==> src/hw/rtl/hdmi_acr_pkg.sv <==
// Shared types and constants for the HDMI audio clock regeneration N/CTS selector.
// No dependencies; imported by hdmi_acr_lookup and the top level.
`default_nettype none

package hdmi_acr_pkg;

  typedef struct packed {
    logic [17:0] audio_rate_hz;
    logic [28:0] pixel_clock_hz;
  } hdmi_acr_in_t;

  typedef struct packed {
    logic [19:0] n_value;
    logic [19:0] cts_value;
    logic        supported;
  } hdmi_acr_out_t;

  // Table lookup result handed from the lookup to the scaling logic.
  // CTS is carried as CTS / 25; every table entry is a multiple of 25.
  typedef struct packed {
    logic        rate_known;
    logic [16:0] n_base;
    logic [13:0] cts_q25;
  } hdmi_acr_lk_t;

  localparam logic [7:0] RatioReset = 8'd100;
  localparam logic [7:0] RatioDeep  = 8'd150;

  // floor(x / 1000) = (x * NDivMult) >> NDivShift for x < 2^25
  localparam logic [25:0] NDivMult  = 26'd34359739;
  localparam int          NDivShift = 35;

  localparam logic [17:0] Rate32k  = 18'd32000;
  localparam logic [17:0] Rate44k  = 18'd44100;
  localparam logic [17:0] Rate48k  = 18'd48000;
  localparam logic [17:0] Rate88k  = 18'd88200;
  localparam logic [17:0] Rate96k  = 18'd96000;
  localparam logic [17:0] Rate176k = 18'd176400;
  localparam logic [17:0] Rate192k = 18'd192000;

  localparam logic [28:0] Clk25174k = 29'd25174000;
  localparam logic [28:0] Clk25200k = 29'd25200000;
  localparam logic [28:0] Clk27000k = 29'd27000000;
  localparam logic [28:0] Clk27020k = 29'd27020000;
  localparam logic [28:0] Clk54000k = 29'd54000000;
  localparam logic [28:0] Clk74170k = 29'd74170000;
  localparam logic [28:0] Clk74250k = 29'd74250000;
  localparam logic [28:0] Clk148350k = 29'd148350000;
  localparam logic [28:0] Clk148500k = 29'd148500000;
  localparam logic [28:0] Clk297000k = 29'd297000000;

endpackage

`default_nettype wire

==> src/hw/rtl/hdmi_acr_lookup.sv <==
// Table lookup for N and unscaled CTS (held as CTS / 25) per rate family and pixel clock.
// Purely combinational; depends on hdmi_acr_pkg.
`default_nettype none

module hdmi_acr_lookup
  import hdmi_acr_pkg::*;
(
  input  hdmi_acr_in_t req,
  input  logic         deep,
  output hdmi_acr_lk_t lk
);

  function automatic logic [14:0] n_fam32(input logic [28:0] clk_hz, input logic dc);
    logic [14:0] n;
    n = 15'd4096;
    unique case (clk_hz)
      Clk25174k:  n = dc ? 15'd9152 : 15'd4576;
      Clk27020k:  n = dc ? 15'd8192 : 15'd4096;
      Clk74170k:  n = 15'd11648;
      Clk148350k: n = 15'd11648;
      Clk297000k: n = dc ? 15'd6144 : 15'd3072;
      default:    n = 15'd4096;
    endcase
    return n;
  endfunction

  function automatic logic [14:0] n_fam44(input logic [28:0] clk_hz, input logic dc);
    logic [14:0] n;
    n = 15'd6272;
    unique case (clk_hz)
      Clk25174k:  n = 15'd7007;
      Clk74170k:  n = 15'd17836;
      Clk148350k: n = dc ? 15'd17836 : 15'd8918;
      Clk297000k: n = dc ? 15'd9408 : 15'd4704;
      default:    n = 15'd6272;
    endcase
    return n;
  endfunction

  function automatic logic [14:0] n_fam48(input logic [28:0] clk_hz, input logic dc);
    logic [14:0] n;
    n = 15'd6144;
    unique case (clk_hz)
      Clk25174k:  n = dc ? 15'd9152 : 15'd6864;
      Clk27020k:  n = dc ? 15'd8192 : 15'd6144;
      Clk74170k:  n = 15'd11648;
      Clk148350k: n = dc ? 15'd11648 : 15'd5824;
      Clk297000k: n = dc ? 15'd10240 : 15'd5120;
      default:    n = 15'd6144;
    endcase
    return n;
  endfunction

  // Entries are CTS / 25
  function automatic logic [13:0] cts_row48(input logic [28:0] clk_hz);
    logic [13:0] c;
    c = '0;
    unique case (clk_hz)
      Clk25200k:  c = 14'd1008;
      Clk27000k:  c = 14'd1080;
      Clk54000k:  c = 14'd2160;
      Clk74250k:  c = 14'd2970;
      Clk148500k: c = 14'd5940;
      Clk297000k: c = 14'd9900;
      Clk25174k:  c = 14'd1125;
      default:    c = '0;
    endcase
    return c;
  endfunction

  function automatic logic [13:0] cts_row44(input logic [28:0] clk_hz);
    logic [13:0] c;
    c = '0;
    unique case (clk_hz)
      Clk25200k:  c = 14'd1120;
      Clk25174k:  c = 14'd1250;
      Clk27000k:  c = 14'd1200;
      Clk54000k:  c = 14'd2400;
      Clk74250k:  c = 14'd3300;
      Clk148500k: c = 14'd6600;
      Clk297000k: c = 14'd9900;
      default:    c = '0;
    endcase
    return c;
  endfunction

  logic [28:0] clk_hz;

  assign clk_hz = req.pixel_clock_hz;

  always_comb begin
    lk = '0;
    unique case (req.audio_rate_hz)
      Rate32k: begin
        lk.rate_known = 1'b1;
        lk.n_base     = {2'b00, n_fam32(clk_hz, deep)};
        // 32 kHz borrows the 48 kHz CTS row except at 297 MHz
        if (clk_hz == Clk297000k) begin
          lk.cts_q25 = 14'd8910;
        end else begin
          lk.cts_q25 = cts_row48(clk_hz);
        end
      end
      Rate44k: begin
        lk.rate_known = 1'b1;
        lk.n_base     = {2'b00, n_fam44(clk_hz, deep)};
        lk.cts_q25    = cts_row44(clk_hz);
      end
      Rate88k: begin
        lk.rate_known = 1'b1;
        lk.n_base     = {1'b0, n_fam44(clk_hz, deep), 1'b0};
        lk.cts_q25    = cts_row44(clk_hz);
      end
      Rate176k: begin
        lk.rate_known = 1'b1;
        lk.n_base     = {n_fam44(clk_hz, deep), 2'b00};
        lk.cts_q25    = cts_row44(clk_hz);
      end
      Rate48k: begin
        lk.rate_known = 1'b1;
        lk.n_base     = {2'b00, n_fam48(clk_hz, deep)};
        lk.cts_q25    = cts_row48(clk_hz);
      end
      Rate96k: begin
        lk.rate_known = 1'b1;
        lk.n_base     = {1'b0, n_fam48(clk_hz, deep), 1'b0};
        lk.cts_q25    = cts_row48(clk_hz);
      end
      Rate192k: begin
        lk.rate_known = 1'b1;
        lk.n_base     = {n_fam48(clk_hz, deep), 2'b00};
        lk.cts_q25    = cts_row48(clk_hz);
      end
      default: begin
        lk = '0;
      end
    endcase
  end

endmodule

`default_nettype wire

==> src/hw/rtl/hdmi_audio_n_cts_select_top.sv <==
// HDMI audio clock regeneration N/CTS selector, top level.
// Depends on hdmi_acr_pkg and hdmi_acr_lookup.
//
// Usage:
//   A request (sample rate and pixel clock, both in Hz) is taken at each rising
//   edge where start is high and busy is low. busy is always low, so a new
//   request may be presented every cycle.
//   cfg_we / cfg_wdata write the TMDS ratio register (percent, 100 after reset).
//   Write it only while no request is in flight.
//   Each request yields one result: done is high for one cycle with result
//   holding N, scaled CTS and the supported flag.
// Timing:
//   Input register, then table lookup and ratio scaling in one short pass,
//   then the output register. done comes from the input register's valid flag
//   through the output register; throughput is one request per cycle.
//   The pass holds one 14x8 multiply for CTS and, in parallel, the reciprocal
//   multiply for the fallback N.
// Reset:
//   rst clears both valid flags and sets the ratio to 100; in-flight requests
//   are dropped. The receiver cannot stall; results are never held back.
`default_nettype none

module hdmi_audio_n_cts_select_top
  import hdmi_acr_pkg::*;
(
  input  logic          clk,
  input  logic          rst,
  input  logic          start,
  output logic          busy,
  input  hdmi_acr_in_t  request,
  input  logic          cfg_we,
  input  logic [7:0]    cfg_wdata,
  output logic          done,
  output hdmi_acr_out_t result
);

  logic [7:0]   tmds_ratio;
  logic         deep;

  logic         v0;
  hdmi_acr_in_t req0;

  hdmi_acr_lk_t lk;
  logic [50:0]  nprod;
  logic [21:0]  ctsprod;
  logic [19:0]  n_next;
  logic [19:0]  cts_next;

  assign busy = 1'b0;
  assign deep = (tmds_ratio == RatioDeep);

  always_ff @(posedge clk) begin
    if (rst) begin
      tmds_ratio <= RatioReset;
    end else if (cfg_we) begin
      tmds_ratio <= cfg_wdata;
    end
  end

  // Input register
  always_ff @(posedge clk) begin
    if (rst) begin
      v0 <= 1'b0;
    end else begin
      v0 <= start && !busy;
    end
  end

  always_ff @(posedge clk) begin
    if (start && !busy) begin
      req0 <= request;
    end
  end

  hdmi_acr_lookup u_lookup (
    .req  (req0),
    .deep (deep),
    .lk   (lk)
  );

  // Fallback N = 128 * rate / 1000 runs alongside the lookup
  assign nprod  = {26'd0, req0.audio_rate_hz, 7'b0} * {25'd0, NDivMult};
  assign n_next = lk.rate_known ? {3'b000, lk.n_base}
                                : {4'b0000, nprod[NDivShift +: 16]};

  // CTS = 25 * q, so CTS * ratio / 100 = q * ratio / 4
  assign ctsprod  = {8'd0, lk.cts_q25} * {14'd0, tmds_ratio};
  assign cts_next = ctsprod[21:2];

  // Output register
  always_ff @(posedge clk) begin
    if (rst) begin
      done <= 1'b0;
    end else begin
      done <= v0;
    end
  end

  always_ff @(posedge clk) begin
    result.n_value   <= n_next;
    result.cts_value <= cts_next;
    result.supported <= (cts_next != '0);
  end

  a_supported_matches_cts : assert property (@(posedge clk) disable iff (rst)
    done |-> (result.supported == (result.cts_value != 20'd0)))
    else $error("supported flag disagrees with CTS");

  a_latency : assert property (@(posedge clk) disable iff (rst)
    (start && !busy) |-> ##2 done)
    else $error("result missing two cycles after request");

  a_no_spurious : assert property (@(posedge clk) disable iff (rst)
    done |-> $past(v0))
    else $error("result without a request");

  a_n_range : assert property (@(posedge clk) disable iff (rst)
    done |-> (result.n_value <= 20'd71344))
    else $error("N out of range");

endmodule

`default_nettype wire

==> config.mk <==
export PLATFORM = sky130hd
export DESIGN_NAME = hdmi_audio_n_cts_select_top
export DESIGN_NICKNAME = d
export VERILOG_FILES = /design/src/hw/rtl/hdmi_acr_pkg.sv /design/src/hw/rtl/hdmi_acr_lookup.sv /design/src/hw/rtl/hdmi_audio_n_cts_select_top.sv
export SDC_FILE = /design/constraint.sdc
export NUM_CORES = 1
export LEC_CHECK = 0
export ABC_CLOCK_PERIOD_IN_PS = 10420
export BUFFER_PORTS_ARGS = -buffer_cell sky130_fd_sc_hd__buf_4
export CAP_MARGIN = 30
export CORE_MARGIN = 4
export CORE_UTILIZATION = 40
export DETAILED_ROUTE_END_ITERATION = 10
export PLACE_DENSITY = 0.58
export SKIP_LAST_GASP = 1
export SYNTH_ARGS = -nofsm -noshare
export SYNTH_HDL_FRONTEND = slang
export SYNTH_SLANG_ARGS = --single-unit
==> constraint.sdc <==
create_clock -name clk -period 10.42 [get_ports clk]
set_clock_uncertainty 0.15 [all_clocks]
set_input_delay 0.521 -clock clk [delete_from_list [all_inputs] [get_ports clk]]
set_output_delay 0.521 -clock clk [all_outputs]
set_load 0.01 [all_outputs]
==> results of run 1 <==
==> routing by layer <==
layer	share of wire [%]	up-vias	GRT usage, %
met5	0	-	0
met4	1.5	0	4.20
met3	4.0	38	2.84
met2	47	267	32.3
met1	47	5598	27.5
li1	-	5420	-
==> area by class of cell <==
type	count	area share [%]
Clock buffer	9	1.37
Clock inverter	7	0.435
Inverter	309	7.07
Multi-Input combinational cell	1126	68.2
Sequential cell	95	14.5
Tap cell	468	3.57
Timing Repair Buffer	108	4.91
==> final timing paths <==
kind	cells past startpoint	from	endpoint	slack [ns]
worst max-delay path	24	req0[3]$_DFFE_PP_	result[0]$_DFF_P_	1.57
worst min-delay path	1	request[44]	req0[44]$_DFFE_PP_	0.17
worst max register to register	24	req0[3]$_DFFE_PP_	result[0]$_DFF_P_	1.57
worst min register to register	1	v0$_SDFF_PP0_	done$_SDFF_PP0_	0.29
==> cells in the mapped netlist, drive strengths merged, types with 11 or more instances <==
library cell    n
nand4          19
xnor2          14
nor3           20
nor2b          41
edfxtp         47
o21ai          56
nor4           15
mux2i          12
nand3          24
inv           309
a211oi         15
o21a           12
fa            205
nor2           74
a21oi          52
and3           13
o22ai          12
and2           47
o211ai         11
clkbuf         30
nand2          75
or4            14
ha            220
a21o           18
dfxtp          48
nand2b         17
==> registers in the layout, indices dropped and copies added, names as in the netlist <==
signal and cells:
result 38, tmds_ratio 8, done 1, v0 1, req0 47
==> cell families after synthesis <==
family | Yosys count | synth area share (%)
flops | 95 | 16.0
xor+xnor | 18 | 1.06
other cells | 1 | 0.0253
mux | 13 | 0.885
compound gates | 245 | 11.0
fa+ha+maj | 425 | 46.2
simple gates | 421 | 16.1
buf+inv | 345 | 8.84
==> worst max-delay path: cells and delay by family (launching register included) <==
| family | cells | cell delay [ns] |
|---|---|---|
| flip-flops | 1 | 0.38 |
| AO/OA/AOI/OAI | 5 | 1.44 |
| AND/OR/NAND/NOR | 10 | 4.13 |
| buffers and inverters | 4 | 0.20 |
| adder cells (fa/ha/maj) | 5 | 2.40 |
==> stage by stage <==
step                setup slack, ns  cell area, µm²  total power, mW
floorplan                      2.95           14900             3.21
global placement               1.83           16100             4.26
detailed placement             1.61           16100             4.26
CTS                            1.60           16400             4.64
global route                   1.04           16400             5.18
finish                         1.57           16400             4.64
==> power by group <==
group | internal (mW) | switching, mW
clock | 0.186 | 0.155
combinational | 1.59 | 2.21
sequential | 0.450 | 0.0554
==> summary.md, run 1 <==
| Metric | Value |
|---|---|
| Postcts setup bufs | `0` |
| Number of synthesized flops with an enable pin | `47` |
| Required @ worst endpoint | `about 11 ns` |
| Fin. max-slew vios | `0` |
| IO Pins | `just over 100` |
| Drt first pass iters | `5` |
| CTS tree | `done` |
| Mapped Avg Cell Area | `roughly 9.5 µm²` |
| Via count | `11300` |
| Initial Utilization | `slightly above 40%` |
| CP Cell Sequence | `nor4_1 -> nand4_1 -> or4_1 -> nand2_1 -> nand3_1 -> a31oi_1 -> nor2b_1 -> fa_1 -> inv_1 -> fa_1 -> inv_1 -> fa_1 -> inv_1 -> fa_1 -> inv_1 -> ha_1 -> o21a_1 -> o31a_1 -> a21oi_1 -> a2111oi_2 -> or4b_1 -> nor4_1 -> or4b_1 -> or4_1` |
| Synth cell types | `79` |
| ANT cells | `0` |
| Maximum clock rate | `113 MHz` |
| First-pass GRT wire length | `63700 µm` |
| Slowest-stage cell, CP | `nor4_1` |
| RSZ-0062 raised after global routing | `no` |
| Setup_tns | `0 ns` |
| Dpl cells | `2106` |
| Die Ht | `201 µm` |
| Longest Clk Path Bufs | `2` |
| Synth warn | `0` |
| GP Congestion | `about 0.94` |
| Post-synth ARST share | `0%` |
| Worst-Margin Slew | `1.02 ns` |
| Total gr overflow | `0` |
| Area contributors post-synth | `fa_1, ha_1, edfxtp_1, inv_1, dfxtp_1` |
| Final Core Density | `around 45%` |
| Worst setup EP type | `register` |
| Crit Path Class | `reg2reg` |
| Number of gates resized after CTS | `0` |
| Reg area | `2370 µm²` |
| Slew headroom | `31.2%` |
| Largest net degree at the start of global routing | `between 40 and 50` |
| Syn-to-layout area delta | `10.4%` |
| Die Area | `roughly 40000 µm²` |
| Average routed wire per standard cell | `18.4 µm` |
| Final hold viol count | `0` |
| Core footprint | `roughly 37000 µm²` |
| Post-route DRC | `0` |
| Leak | `around 8.2 nW` |
| Crit Path Max Fanout | `9` |
| Port Buffers | `97` |
| Initial antenna violation count | `0` |
| Commonest non-fill, non-tap cells in the layout | `inv_1, ha_1, fa_1, buf_4, nand2_1` |
| Hold Buf Count CTS | `0` |
| Worst skew pair latency | `0.38 ns` |
| Power density over the cells | `283 nW/µm²` |
| GRT Overall Usage | `19.6%` |
| Multi-input gate area | `11200 µm²` |
| CTS Buf Count | `9` |
| Synth Instances | `between 1500 and 2000` |
| Max Cap Viol | `0` |
| Clk pin slew, worst setup/hold paths | `0.07 ns` |
| WHS | `about 0.17 ns` |
| Crit path DAT | `between 8 and 9 ns` |
| Layout cells sized above 1 | `9.07%` |
| Synth Flop Type | `dfxtp_1` |
| CTS Root Buffer Type | `clkbuf_16` |
| Vias in the first global route | `11900` |
| Horiz. Die Dim | `between 200 and 250 µm` |
| Critical path's largest stage delay | `0.81 ns` |
| Post-synthesis cell area | `14900 µm²` |
| Post-DP HPWL | `32500 µm` |
| Final worst path period need | `8.85 ns` |
| Top cell type's share of synthesized area | `27.6%` |
| DRT iter0 DRCs | `761` |
| Rows | `70` |
| Post-synthesis cell type with the largest combined area | `fa_1` |
| CTS H-Tree Depth | `3` |
| Startpoint type of the worst setup path | `register` |
| Drt via density | `5.34` |
| Filler cells | `3560` |
| Sequential fraction of the synthesis area | `16.0%` |
| Final WL | `~39000 µm` |
| Number of setup violations in the final report | `0` |
| Layout Cells excl Fill | `2122` |
| Layout Nets | `2133` |
| Status | `finished, final reports clean` |
| Clk sink count | `95` |
| Post-route ant nets | `0` |
| Hold Path Class | `in2reg` |
| Synth Register Bits | `95` |
| Commonest non-fill, non-tap cell in the layout | `inv_1` |
| Peak VDD IR | `284 µV` |
| Final worst-path cycle share | `between 80% and 90%` |
No activity file was read; power rests on OpenSTA's default activity.
==> run 2: changes to the inputs <==
- ABC_CLOCK_PERIOD_IN_PS: 10420 -> 7900
- PLACE_DENSITY: 0.58 -> 0.6
- clock period: 10.42 -> 7.9 ns (I/O delays scaled with it)
==> summary.md, run 2 (same netlist as run 1, synthesis figures left out) <==
| Metric | Value |
|---|---|
| Vias in the first global route | `about 12000` |
| ANT cells | `0` |
| Startpoint type of the worst setup path | `register` |
| Required @ worst endpoint | `roughly 8.0 ns` |
| Commonest non-fill, non-tap cells in the layout | `inv_1, ha_1, fa_1, buf_4, nand2_1` |
| CTS Root Buffer Type | `clkbuf_16` |
| Hold Buf Count CTS | `0` |
| CTS tree | `done` |
| CTS Buf Count | `9` |
| Crit path DAT | `7.74 ns` |
| Layout Nets | `2207` |
| Slew headroom | `50.7%` |
| Status | `finished, final reports clean` |
| Drt via density | `5.27` |
| Hold Path Class | `in2reg` |
| Final worst-path cycle share | `96.7%` |
| Commonest non-fill, non-tap cell in the layout | `inv_1` |
| Largest Register | `req0` |
| Core footprint | `36600 µm²` |
| Largest net degree at the start of global routing | `49` |
| Clk sink count | `95` |
| Die Ht | `201 µm` |
| Clk pin slew, worst setup/hold paths | `0.07 ns` |
| Die Area | `40300 µm²` |
| Max Cap Viol | `0` |
| CTS H-Tree Depth | `3` |
| Worst setup EP type | `register` |
| Maximum clock rate | `roughly 130 MHz` |
| Horiz. Die Dim | `201 µm` |
| Design Power | `6.18 mW` |
| Power density over the cells | `between 300 and 400 nW/µm²` |
| Layout cells sized above 1 | `14.5%` |
| Fin. max-slew vios | `0` |
| Final hold viol count | `0` |
| Number of setup violations in the final report | `0` |
| Drt first pass iters | `5` |
| Rows | `70` |
| Final worst path period need | `between 7 and 8 ns` |
| Initial Utilization | `approximately two fifths` |
| GRT Overall Usage | `between 20% and 30%` |
| Worst skew pair latency | `0.38 ns` |
| Syn-to-layout area delta | `15.4%` |
| Final WL | `40400 µm` |
| Crit Path Class | `reg2reg` |
| Post-route ant nets | `0` |
| Filler cells | `between 3000 and 4000` |
| Fin worst setup slack | `0.258 ns` |
| Average routed wire per standard cell | `18.4 µm` |
| DRT iter0 DRCs | `658` |
| Initial antenna violation count | `0` |
| Flip-flop count of the largest register after layout | `between 40 and 50` |
| Longest Clk Path Bufs | `2` |
| First-pass GRT wire length | `66200 µm` |
| IO Pins | `around 100` |
| Via count | `between 10000 and 15000` |
| Leak | `8.67 nW` |
| Top flop regs | `req0: 47 flops, result: 38 flops, tmds_ratio: 8 flops` |
| Crit Path Max Fanout | `6` |
| Post-route DRC | `0` |
| GP Congestion | `approximately 0.96` |
| DP Worst Slack | `-0.101 ns` |
| Worst-Margin Slew | `0.740 ns` |
| Post-DP HPWL | `34000 µm` |
| Port Buffers | `97` |
| Peak VDD IR | `around 500 µV` |
| Total gr overflow | `0` |
## run 2: changes by cell type in the layout (fill, tap and decap cells not counted), sizes merged
cell,before,now
buf,108,182
clkbuf,9,12
bufinv,1,0
clkinv,3,2
clkinvlp,1,0
## run 2: layout make-up
cell class | count | area (µm²) | share of cell area, %
clock buffer | 12 | 256 | 1.50
clock inverter | 4 | 28.8 | 0.168
inverter | 309 | 1160 | 6.77
multi-input combinational | 1126 | 11400 | 66.3
sequential | 95 | 2370 | 13.8
tap | 468 | 586 | 3.42
timing repair buffer | 182 | 1380 | 8.03
## run 2: critical path, cell delays in order (launching register included)
cell	delay (ns)
edfxtp_1	0.42
or4_4	0.57
or4_1	0.58
nor4b_4	0.27
or2_4	0.21
buf_12	0.11
buf_4	0.10
nor2_1	0.03
o21a_1	0.22
nand2b_1	0.18
fa_1	0.50
inv_1	0.05
fa_1	0.49
fa_1	0.50
inv_1	0.05
fa_1	0.47
inv_1	0.06
ha_4	0.22
a211o_1	0.34
o31ai_1	0.30
xnor2_1	0.13
or4b_4	0.54
nor4_4	0.19
or4b_1	0.45
or4_1	0.39
## run 2: worst paths after layout
path	from	endpoint	slack (ns)	cells past startpoint
min reg2reg	v0$_SDFF_PP0_	done$_SDFF_PP0_	0.31	1
max	req0[3]$_DFFE_PP_	result[0]$_DFF_P_	0.26	24
min	request[43]	req0[43]$_DFFE_PP_	0.04	1
max reg2reg	req0[3]$_DFFE_PP_	result[0]$_DFF_P_	0.26	24
## run 2: routing by layer
| metal | routed length (µm) | vias up | track usage [%] |
|---|---|---|---|
| li1 | - | 5567 | - |
| met1 | 18600 | 5684 | 27.9 |
| met2 | 19000 | 289 | 33.2 |
| met4 | 752 | 0 | 4.60 |
| met3 | 2100 | 43 | 4.56 |
| met5 | 0 | - | 0 |
## run 2: stage by stage
stage	instances	util (%)	TNS (ns)	instance area [µm²]	hold WS [ns]
after floorplan	1566	-	0	14900	0.264
after global placement	2164	45.2	-0.00276	16500	0.269
after detailed placement	2166	45.2	-0.101	16600	0.297
after CTS	2182	46.0	0	16900	0.0150
after global routing	2196	46.8	-0.0691	17100	0.0154
final	2196	46.8	0	17100	0.0355
## run 2: where the power goes
part,total (mW),internal [mW],leakage [nW],switching (mW)
Sequential,0.649,0.594,0.854,0.0550
Clock,0.443,0.232,0.143,0.211
Combinational,5.09,2.12,7.67,2.97
Total,6.18,2.94,8.67,3.24
## run 2: repair_timing
item,CTS,global route
setup endpoints to repair,1,1
gates cloned,0,0
resized for setup,2,30
setup buffers,0,14
pin swaps,0,10
